**config.mk**
```make
export PLATFORM = sky130hd
export DESIGN_NAME = byte_ring_buffer_with_dma_release
export DESIGN_NICKNAME = d
export VERILOG_FILES = /design/src/hdl/brb_pkg.sv /design/src/hdl/brb_store.sv /design/src/hdl/brb_ctrl.sv /design/src/hdl/brb_outq.sv /design/src/hdl/byte_ring_buffer_with_dma_release.sv
export SDC_FILE = /design/constraint.sdc
export NUM_CORES = 2
export LEC_CHECK = 0
export BUFFER_PORTS_ARGS = -buffer_cell sky130_fd_sc_hd__buf_2
export CORE_ASPECT_RATIO = 1.2
export CORE_UTILIZATION = 32
export CTS_CLUSTER_SIZE = 30
export DETAILED_ROUTE_END_ITERATION = 7
export PLACE_DENSITY_LB_ADDON = 0.25
export SLEW_MARGIN = 20
export SYNTH_ARGS = -nofsm -noshare
export SYNTH_HDL_FRONTEND = slang
export SYNTH_HIERARCHICAL = 1
export SYNTH_SLANG_ARGS = --single-unit
```
**constraint.sdc**
```tcl
create_clock -name clk -period 13.9 [get_ports clk]
set_input_delay 0.695 -clock clk [delete_from_list [all_inputs] [get_ports clk]]
set_output_delay 0.695 -clock clk [all_outputs]
set_load 0.005 [all_outputs]
```
**src/hdl/brb_pkg.sv**
```systemverilog
package brb_pkg;

  localparam int DEPTH     = 256;
  localparam int MAX_BURST = 64;
  localparam int IDX_W     = $clog2(DEPTH);
  localparam int CNT_W     = IDX_W + 1;
  localparam int BURST_W   = $clog2(MAX_BURST + 1);
  localparam int CFG_W     = 4;
  localparam int DATA_W    = 8;

  localparam logic [CFG_W-1:0] SIZE_RESET = CFG_W'(IDX_W);

  typedef enum logic [2:0] {
    CMD_PUSH   = 3'd0,
    CMD_POP    = 3'd1,
    CMD_DELETE = 3'd2,
    CMD_DMA    = 3'd3,
    CMD_STATUS = 3'd4
  } cmd_t;

  typedef enum logic {
    ST_IDLE,
    ST_BURST
  } state_t;

  typedef struct packed {
    logic              byte_valid;
    logic              last;
    logic              accepted;
    logic [CNT_W-1:0]  call_total;
    logic [CNT_W-1:0]  deleted_count;
    logic [CNT_W-1:0]  dma_count;
    logic [IDX_W-1:0]  dma_start;
    logic [CNT_W-1:0]  fill_level;
  } beat_t;

  typedef struct packed {
    logic  valid;
    beat_t beat;
  } issue_t;

  typedef struct packed {
    logic [DATA_W-1:0] read_byte;
    beat_t             beat;
  } result_t;

  typedef struct packed {
    logic              we;
    logic [IDX_W-1:0]  waddr;
    logic [DATA_W-1:0] wdata;
    logic              re;
    logic [IDX_W-1:0]  raddr;
  } mem_req_t;

endpackage

```
**src/hdl/brb_store.sv**
```systemverilog
module brb_store (
  input  logic                      clk,
  input  brb_pkg::mem_req_t         req,
  output logic [brb_pkg::DATA_W-1:0] rdata
);
  import brb_pkg::*;

  logic [DATA_W-1:0] mem [DEPTH];

  always_ff @(posedge clk) begin
    if (req.we) begin
      mem[req.waddr] <= req.wdata;
    end
  end

  always_ff @(posedge clk) begin
    if (req.re) begin
      rdata <= mem[req.raddr];
    end
  end

endmodule

```
**src/hdl/brb_ctrl.sv**
```systemverilog
module brb_ctrl (
  input  logic                       clk,
  input  logic                       rst,
  input  logic                       in_valid,
  output logic                       in_stall,
  input  logic [2:0]                 cmd,
  input  logic [brb_pkg::DATA_W-1:0] data,
  input  logic                       last_of_call,
  input  logic [brb_pkg::CNT_W-1:0]  count,
  input  logic                       cfg_valid,
  output logic                       cfg_ready,
  input  logic [brb_pkg::CFG_W-1:0]  size_log2,
  input  logic                       credit,
  output brb_pkg::mem_req_t          req,
  output brb_pkg::issue_t            issue
);
  import brb_pkg::*;

  state_t             state, state_next;
  logic [IDX_W-1:0]   write_index, write_index_next;
  logic [IDX_W-1:0]   read_index, read_index_next;
  logic [CNT_W-1:0]   level, level_next;
  logic [CNT_W-1:0]   dma_pending, dma_pending_next;
  logic [CNT_W-1:0]   call_count, call_count_next;
  logic [BURST_W-1:0] rem, rem_next;
  logic [CFG_W-1:0]   size_sel;

  logic               accept;
  logic               cfg_write;
  logic [CFG_W-1:0]   size_exp;
  logic [CNT_W-1:0]   size;
  logic [IDX_W-1:0]   mask;
  logic [IDX_W-1:0]   read_inc;
  logic [CNT_W-1:0]   pop_lim;
  logic [BURST_W-1:0] take;
  logic [CNT_W-1:0]   del_req;
  logic [CNT_W-1:0]   del;
  logic [CNT_W-1:0]   run;
  logic [CNT_W-1:0]   call_inc;

  assign cfg_ready = (state == ST_IDLE);
  assign cfg_write = cfg_valid && cfg_ready;
  assign in_stall  = (state != ST_IDLE) || !credit;
  assign accept    = in_valid && !in_stall;

  always_comb begin
    if (size_sel == '0) begin
      size_exp = CFG_W'(1);
    end else if (size_sel > CFG_W'(IDX_W)) begin
      size_exp = CFG_W'(IDX_W);
    end else begin
      size_exp = size_sel;
    end
    size     = CNT_W'(1) << size_exp;
    mask     = IDX_W'(size - CNT_W'(1));
    read_inc = (read_index + IDX_W'(1)) & mask;
    pop_lim  = (count < level) ? count : level;
    take     = (pop_lim > CNT_W'(MAX_BURST)) ? BURST_W'(MAX_BURST) : BURST_W'(pop_lim);
    del_req  = (dma_pending != '0) ? dma_pending : count;
    del      = (del_req > level) ? level : del_req;
    run      = size - CNT_W'(read_index);
    if (run > level) begin
      run = level;
    end
    call_inc = (call_count == '1) ? call_count : call_count + CNT_W'(1);
  end

  always_comb begin
    state_next       = state;
    write_index_next = write_index;
    read_index_next  = read_index;
    level_next       = level;
    dma_pending_next = dma_pending;
    call_count_next  = call_count;
    rem_next         = rem;
    req              = '0;
    issue            = '0;
    case (state)
      ST_IDLE: begin
        if (accept) begin
          issue.valid           = 1'b1;
          issue.beat.last       = 1'b1;
          issue.beat.fill_level = level;
          case (cmd_t'(cmd))
            CMD_PUSH: begin
              if (level < size) begin
                req.we                = 1'b1;
                req.waddr             = write_index;
                req.wdata             = data;
                write_index_next      = (write_index + IDX_W'(1)) & mask;
                level_next            = level + CNT_W'(1);
                issue.beat.accepted   = 1'b1;
                issue.beat.fill_level = level + CNT_W'(1);
                call_count_next       = call_inc;
              end
              if (last_of_call) begin
                issue.beat.call_total = (level < size) ? call_inc : call_count;
                call_count_next       = '0;
              end
            end
            CMD_POP: begin
              if (take != '0) begin
                req.re                = 1'b1;
                req.raddr             = read_index;
                read_index_next       = read_inc;
                level_next            = level - CNT_W'(take);
                issue.beat.byte_valid = 1'b1;
                issue.beat.last       = (take == BURST_W'(1));
                issue.beat.fill_level = level - CNT_W'(take);
                rem_next              = take - BURST_W'(1);
                if (take != BURST_W'(1)) begin
                  state_next = ST_BURST;
                end
              end
            end
            CMD_DELETE: begin
              dma_pending_next         = '0;
              level_next               = level - del;
              read_index_next          = (read_index + IDX_W'(del)) & mask;
              issue.beat.deleted_count = del;
              issue.beat.fill_level    = level - del;
            end
            CMD_DMA: begin
              dma_pending_next     = run;
              issue.beat.dma_count = run;
              issue.beat.dma_start = read_index;
            end
            default: begin
            end
          endcase
        end
      end
      ST_BURST: begin
        if (credit) begin
          req.re                = 1'b1;
          req.raddr             = read_index;
          read_index_next       = read_inc;
          issue.valid           = 1'b1;
          issue.beat.byte_valid = 1'b1;
          issue.beat.last       = (rem == BURST_W'(1));
          issue.beat.fill_level = level;
          rem_next              = rem - BURST_W'(1);
          if (rem == BURST_W'(1)) begin
            state_next = ST_IDLE;
          end
        end
      end
      default: begin
        state_next = ST_IDLE;
      end
    endcase
  end

  always_ff @(posedge clk) begin
    if (rst) begin
      state <= ST_IDLE;
    end else begin
      state <= state_next;
    end
  end

  always_ff @(posedge clk) begin
    if (rst) begin
      size_sel    <= SIZE_RESET;
      write_index <= '0;
      read_index  <= '0;
      level       <= '0;
      dma_pending <= '0;
      call_count  <= '0;
      rem         <= '0;
    end else if (cfg_write) begin
      size_sel    <= size_log2;
      write_index <= '0;
      read_index  <= '0;
      level       <= '0;
      dma_pending <= '0;
      call_count  <= '0;
    end else begin
      write_index <= write_index_next;
      read_index  <= read_index_next;
      level       <= level_next;
      dma_pending <= dma_pending_next;
      call_count  <= call_count_next;
      rem         <= rem_next;
    end
  end

endmodule

```
**src/hdl/brb_outq.sv**
```systemverilog
module brb_outq (
  input  logic                       clk,
  input  logic                       rst,
  input  brb_pkg::issue_t            issue,
  input  logic [brb_pkg::DATA_W-1:0] rdata,
  output logic                       credit,
  output logic                       out_valid,
  input  logic                       out_stall,
  output brb_pkg::result_t           result
);
  import brb_pkg::*;

  logic        s1_valid;
  beat_t       s1_beat;
  result_t     q [2];
  logic        wr_ptr;
  logic        rd_ptr;
  logic [1:0]  cnt, cnt_next;
  logic [2:0]  occ;
  logic        deq;
  result_t     entry;

  assign deq       = out_valid && !out_stall;
  assign out_valid = (cnt != 2'd0);
  assign result    = q[rd_ptr];
  assign occ       = 3'(cnt) + 3'(s1_valid) - 3'(deq);
  assign credit    = (occ < 3'd2);
  assign cnt_next  = 2'(3'(cnt) + 3'(s1_valid) - 3'(deq));

  always_comb begin
    entry.beat      = s1_beat;
    entry.read_byte = s1_beat.byte_valid ? rdata : '0;
  end

  always_ff @(posedge clk) begin
    s1_beat <= issue.beat;
    if (s1_valid) begin
      q[wr_ptr] <= entry;
    end
  end

  always_ff @(posedge clk) begin
    if (rst) begin
      s1_valid <= 1'b0;
      wr_ptr   <= 1'b0;
      rd_ptr   <= 1'b0;
      cnt      <= 2'd0;
    end else begin
      s1_valid <= issue.valid;
      cnt      <= cnt_next;
      if (s1_valid) begin
        wr_ptr <= !wr_ptr;
      end
      if (deq) begin
        rd_ptr <= !rd_ptr;
      end
    end
  end

endmodule

```
**src/hdl/byte_ring_buffer_with_dma_release.sv**
```systemverilog
// Byte ring buffer with DMA release.
// Input channel (in_valid/in_stall) carries one command beat: cmd, data,
// last_of_call, count. Output channel (out_valid/out_stall) returns result
// beats; every command gives one beat, a pop gives one beat per byte (up to
// 64) with last set on the final one, and every beat carries fill_level.
// Config channel (cfg_valid/cfg_ready) writes size_log2 and empties the
// buffer; it is taken only while no pop burst is running.
// Each result passes the synchronous store read and then the output queue
// before it appears on the output channel.
// Push, delete, dma prepare and status may follow back to back while the
// output queue has room; a pop holds the input until its burst ends, one
// store read per cycle via the single read port while the queue has room.
// When the receiver stalls, a two-beat output queue absorbs beats in flight
// and in_stall rises (or the burst pauses) until space frees up.
// Reset clears indices, level, pending DMA run and call count and sets
// size_log2 to 8; store contents are undefined until written.
module byte_ring_buffer_with_dma_release (
  input  logic                       clk,
  input  logic                       rst,
  input  logic                       in_valid,
  output logic                       in_stall,
  input  logic [2:0]                 cmd,
  input  logic [brb_pkg::DATA_W-1:0] data,
  input  logic                       last_of_call,
  input  logic [brb_pkg::CNT_W-1:0]  count,
  input  logic                       cfg_valid,
  output logic                       cfg_ready,
  input  logic [brb_pkg::CFG_W-1:0]  size_log2,
  output logic                       out_valid,
  input  logic                       out_stall,
  output logic [brb_pkg::DATA_W-1:0] read_byte,
  output logic                       byte_valid,
  output logic                       last,
  output logic                       accepted,
  output logic [brb_pkg::CNT_W-1:0]  call_total,
  output logic [brb_pkg::CNT_W-1:0]  deleted_count,
  output logic [brb_pkg::CNT_W-1:0]  dma_count,
  output logic [brb_pkg::IDX_W-1:0]  dma_start,
  output logic [brb_pkg::CNT_W-1:0]  fill_level
);
  import brb_pkg::*;

  mem_req_t          req;
  issue_t            issue;
  logic [DATA_W-1:0] rdata;
  logic              credit;
  result_t           result;

  brb_ctrl u_ctrl (
    .clk          (clk),
    .rst          (rst),
    .in_valid     (in_valid),
    .in_stall     (in_stall),
    .cmd          (cmd),
    .data         (data),
    .last_of_call (last_of_call),
    .count        (count),
    .cfg_valid    (cfg_valid),
    .cfg_ready    (cfg_ready),
    .size_log2    (size_log2),
    .credit       (credit),
    .req          (req),
    .issue        (issue)
  );

  brb_store u_store (
    .clk   (clk),
    .req   (req),
    .rdata (rdata)
  );

  brb_outq u_outq (
    .clk       (clk),
    .rst       (rst),
    .issue     (issue),
    .rdata     (rdata),
    .credit    (credit),
    .out_valid (out_valid),
    .out_stall (out_stall),
    .result    (result)
  );

  assign read_byte     = result.read_byte;
  assign byte_valid    = result.beat.byte_valid;
  assign last          = result.beat.last;
  assign accepted      = result.beat.accepted;
  assign call_total    = result.beat.call_total;
  assign deleted_count = result.beat.deleted_count;
  assign dma_count     = result.beat.dma_count;
  assign dma_start     = result.beat.dma_start;
  assign fill_level    = result.beat.fill_level;

endmodule

```
[Yosys cells after proc, flatten, opt, wreduce, memory -nomap -nowiden]
Memories as Yosys holds them, arrays and structs flattened. A register that Yosys moved wholly into a read port is not among the register bits.
Index checks and enable logic that the tools add are counted.
Word-level totals
  bits in registers: 107
  bits in writable memories: 2158
  input port bits: 30
  memories: 2
Cells by class
  add/sub/neg operators: 13
  $lt $le $gt $ge: 7
  equal/unequal tests: 13
  shift operators: 1
  multiplexer cells: 58
  bitwise gates (word level): 10
  reduce and logical (&&, ||, !) cells: 26
Memory list
  u_store.mem: depth 256, bits a word 8, read ports 1, clocked after Yosys merged registers in 1, write ports 1, line brb_store.sv:8  | logic [DATA_W-1:0] mem [DEPTH];
  u_outq.q: depth 2, bits a word 55, read ports 1, clocked after Yosys merged registers in 1, write ports 1, line brb_outq.sv:15  | result_t q [2];
Operator list (count)
  9-bit 2-to-1 mux: 15
  17-bit 2-to-1 mux: 4
  9-bit one-hot mux with 2 select lines: 3
  48-bit 2-to-1 mux: 1
  7-bit 2-to-1 mux: 5
  8-bit 2-to-1 mux: 4
  8-bit one-hot mux with 2 select lines: 2
  9-bit one-hot mux with 3 select lines: 1
  26-bit 2-to-1 mux: 1
  8-bit AND: 3
  9-bit by 1-bit adder with 9-bit output, second input constant: 2
  9-bit > comparator: 2
  9-bit less-than comparator: 2
  8-bit by 1-bit adder with 8-bit output, second input constant: 2
  7-bit by 1-bit equality test with 1-bit output, second input constant: 2
  7-bit one-hot mux with 2 select lines: 1
  7-bit by 1-bit subtractor with 7-bit output, second input constant: 2
  1-bit 2-to-1 mux: 13
  10-bit 2-to-1 mux: 1
  9-bit equality test, second input constant: 1
  9-bit by 7-bit > comparator with 1-bit output, second input constant: 1
  9-bit nonzero test: 1
  3-bit OR reduction: 3
  1-bit by 4-bit << shifter with 9-bit output, first input constant: 1
  34 further kinds: 55

[Depth between registers and ports, before layout]
  word-level depth: 12
  depth in mapped cells: 28

[Hierarchy]
The synthesis kept the hierarchy.
By module, submodules not included
  brb_store: instances 1, cells each 3733, area an instance 79636.4 um2, seq. area each 61739.2 um2
  brb_ctrl: instances 1, cells each 913, area an instance 6399.9 um2, seq. area each 1101.1 um2
  brb_outq: instances 1, cells each 254, area an instance 5495.3 um2, seq. area each 4364.2 um2

[Least setup slack after synthesis]
No wires, ideal clock.
  kind: input port to flip-flop
  start: input out_stall
  end: memory u_store.mem[0][5], data pin
  arrival: 6.336 ns
  slack: 6.689 ns
  stages on the path: 12
  path through: o21ba_2 -> ha_1 -> inv_1 -> ha_1 -> fa_1 -> xnor2_1 -> nor2_1 -> nand3_1 -> nor2_1 -> clkbuf_1 -> clkbuf_1 -> and3_1
RTL lines
  from (decl): line byte_ring_buffer_with_dma_release.sv:30  | input logic out_stall,
  to (decl): line brb_store.sv:8

==> results.md <==
* Starting Density at 32.25%
* DR WL/cell at 27.80 um
* Pwr Density at 140.0 nW/um^2
* Max-cap violations at 0
* Post-synthesis adder-cell area fraction at 1.148%
* Crit share post-route at 69.20%
* Skew final at 0.07510 ns
* First-pass GRT wire length at 357500 um
* Design area at 103100 sq um
* Vias in the first global route at 48.36k
* Layout Cells excl Fill at 8981
* DRC at 0
* HP Class: in2reg
* Antenna violations before repair at 14
* Fraction of registers with async set/reset at 0%
* Pwr Total at 0.01443 W
* Cells after synthesis at 4900
* Most common cell after layout, fill and taps aside: edfxtp_1
* Final net count at 5137
* Pins Over Slew Limit at 0
* Core area at 283800 sq um
* Critical Path AT at 10.24 ns
* Post-CTS Setup Inserts at 0
* Initial drt markers at 4572
* DR vias at 47.52k
* Status: completed
* Slew HR at 18.94%
* Setup violations, final at 0
* Die height at 587.9 um
* Vias per cell at 5.291
* Root buf cell: clkbuf_16
* Top-area cell type share of the netlist area at 71.06%
* Area delta synth->final at 12.62%
* Leakage at 32.59 nW
* Worst Hold Path Cells at 3
* GPL Wtd Cong at 0.8502
* Combined area of all synthesized cells at 91530 sq um
* Final WL at 249700 um
* Dpl cell area at 96040 sq um
* Largest family of logic cells by synthesized area: multiplexers
* Commonest non-fill, non-tap cells in the layout: 2166 x edfxtp_1, 454 x mux4_2, 394 x nor2_1, 226 x clkbuf_16, 167 x a21oi_1
* Switching power share of the total at 22.02%
* CTS tree: yes
* Register area at 67210 sq um
* I/O Buffers at 87
* Post-CTS Hold Buffers at 0
* Clk buf depth at 4
* Largest net degree at the start of global routing at 226
* Simple-gate share of the synthesized area at 4.333%
* Setup TNS at 0 ns
* #FFs+latches synth at 2274
* Worst skew pair latency at 0.91 ns
* Post-synthesis compound-gate area fraction at 4.605%
* DP Cell Count at 8577
* Die X-Extent at 490.2 um
* Post_cts resized at 0
* Max Clk Rate at 104.0 MHz
* Combinational share of power at 6.1%
* Cell-internal power at 0.01125 W
* Worst endpoint required time at 14.52 ns
* Routed Antenna Nets at 0
* Pre-antenna DRT Iters at 5
* Crit Path Class: reg2reg
* Tmin final at 9.618 ns
* Clock share of power at 41.0%
* Total CTS buffers at 226
* Share of cells above drive strength 1 at 20.41%
* Register-to-Register Path Depth at 21
* Prevailing post-synth register cell: edfxtp_1
* Remaining global-route overflow at 0
* Worst-path fanout max at 79
* TritonCTS Sinks at 2274
* NetSw at 0.003178 W
* Synth Area per Inst at 18.68 sq um
* Number of flops mapped to enable cells by yosys at 2166
* Area leader, netlist: edfxtp_1
* H-tree Lvls at 4
* Mux share of post-synthesis cell area at 13.92%
* Synth warn at 6
* Max VDD drop at 0.1445 mV
* Seq pwr share at 52.9%
* Top Ports at 88
* Fillers at 26.36k
* Largest cells by area after synthesis: edfxtp_1 71%, mux4_2 11%, dfxtp_1 2.4%, mux2i_1 1.7%, nor2_1 1.7%
* Yosys cell types at 88
* Footprint of the multi-input gates at 22610 sq um
* Worst Setup End Kind: flop
* Num rows at 214
* Dpl hpwl at 151900 um
* Post-synthesis xor/xnor area fraction at 0.4402%
* Seq/Total Area, Yosys at 73.42%
* GRT Total Usage at 16.95%
* DIE AREA at 288200 sq um
* Clock transition at path regs at 0.07 ns
* Final hold viol count at 0
* Worst-Margin Slew at 1.216 ns
* RSZ-0062 raised after global routing: false
* CP startpoint kind: flop
[cell families (layout without fill, tap and decap cells)]
logic type	Yosys count	after routing
xor+xnor	46	46
flops	2274	2274
fa+ha+maj	81	81
mux	675	675
compound gates	626	626
other cells	1	6
simple gates	858	858
buf+inv	339	635
[final timing paths]
| path | slack [ns] | to | start |
|---|---|---|---|
| setup / recovery | 4.28 | u_store/rdata[5] | u_ctrl/level[2] |
| hold / removal | 0.08 | u_ctrl/size_sel[0] | size_log2[0] |
| setup reg to reg | 4.28 | u_store/rdata[5] | u_ctrl/level[2] |
| hold reg to reg | 0.40 | u_outq/q[0][18] | u_outq/entry[18] |
[flip-flops by register name, summed over array words and instances, names as in the netlist, 8 cells and up, named ones only]
register / cells
u_ctrl/call_count: 9
u_ctrl/dma_pending: 9
u_ctrl/level: 9
u_ctrl/read_index: 8
u_ctrl/write_index: 8
u_outq/entry: 47
u_outq/q: 110
u_store/mem: 2048
u_store/rdata: 8
[Yosys cell counts (28+ instances only)]
cell type / n
nor4_1: 29
nand2_1: 123
mux2_4: 51
and3_1: 28
nor2b_1: 53
nand3_1: 60
inv_1: 52
clkbuf_1: 148
edfxtp_1: 2166
buf_2: 33
xnor2_1: 32
a21oi_1: 168
a22oi_1: 134
o22ai_1: 30
nor2_1: 408
mux2i_1: 157
ha_1: 76
o21ai_0: 86
o221ai_1: 47
buf_4: 30
dfxtp_1: 108
nor3_1: 46
mux4_2: 454
[power groups by stage]
| stage | sequential (W) | clock (W) | combinational (W) |
|---|---|---|---|
| 6_report | 0.00763 | 0.00592 | 0.000881 |
| 5_1_grt | 0.00764 | 0.00628 | 0.000956 |
| 4_1_cts | 0.00763 | 0.00605 | 0.000891 |
| 3_5_place_dp | 0.00778 | 0 | 0.000888 |
| 3_3_place_gp | 0.00777 | 0 | 0.000881 |
| 2_1_floorplan | 0.00777 | 0 | 0.000585 |
[stage by stage]
| step | hold WS, ns | worst slack [ns] | utilization, % |
|---|---|---|---|
| floorplan | 0.4037 | 6.689 | - |
| detailed placement | 0.4117 | 4.496 | 33.84 |
| global route | 0.07110 | 3.901 | 36.32 |
| global placement | 0.4050 | 4.468 | 33.82 |
| CTS | 0.02210 | 4.501 | 36.30 |
| finish | 0.08030 | 4.282 | 36.32 |
[layout make-up]
| cell class | count | area share, % |
|---|---|---|
| Clock inverter | 123 | 1.102 |
| Antenna cell | 3 | 0.007283 |
| Sequential cell | 2274 | 65.20 |
| Multi-Input combinational cell | 2289 | 21.93 |
| Clock buffer | 277 | 5.682 |
| Inverter | 56 | 0.2039 |
| Tap cell | 3780 | 4.588 |
| Timing Repair Buffer | 179 | 1.285 |
[critical path, stage by stage, from the launching register on]
cell and delay, ns:
dfxtp_1 0.61, clkinv_1 0.41, ha_1 0.42, a211oi_1 0.23, nor3_1 0.12, a211oi_4 0.78
mux2i_1 0.58, nor2b_1 0.42, inv_1 0.09, ha_1 0.27, nand3_1 0.12, mux2_4 0.28
a31oi_2 0.40, nor2_4 0.56, buf_12 0.56, buf_12 0.61, mux4_2 0.59, a22o_1 0.27
a221oi_1 0.91, o32ai_1 0.24, nor3_1 0.52, nor4_1 0.12
[layer usage]
layer / track usage [%] / up-vias / part of all wire (%)
met3: 2.429 / 362 / 6.5
met4: 5.029 / 2 / 2.8
met2: 28.78 / 1660 / 50
met5: 0 / - / 0.0028
li1: - / 20144 / -
met1: 22.47 / 25352 / 41
(Power assumes the default switching activity.)
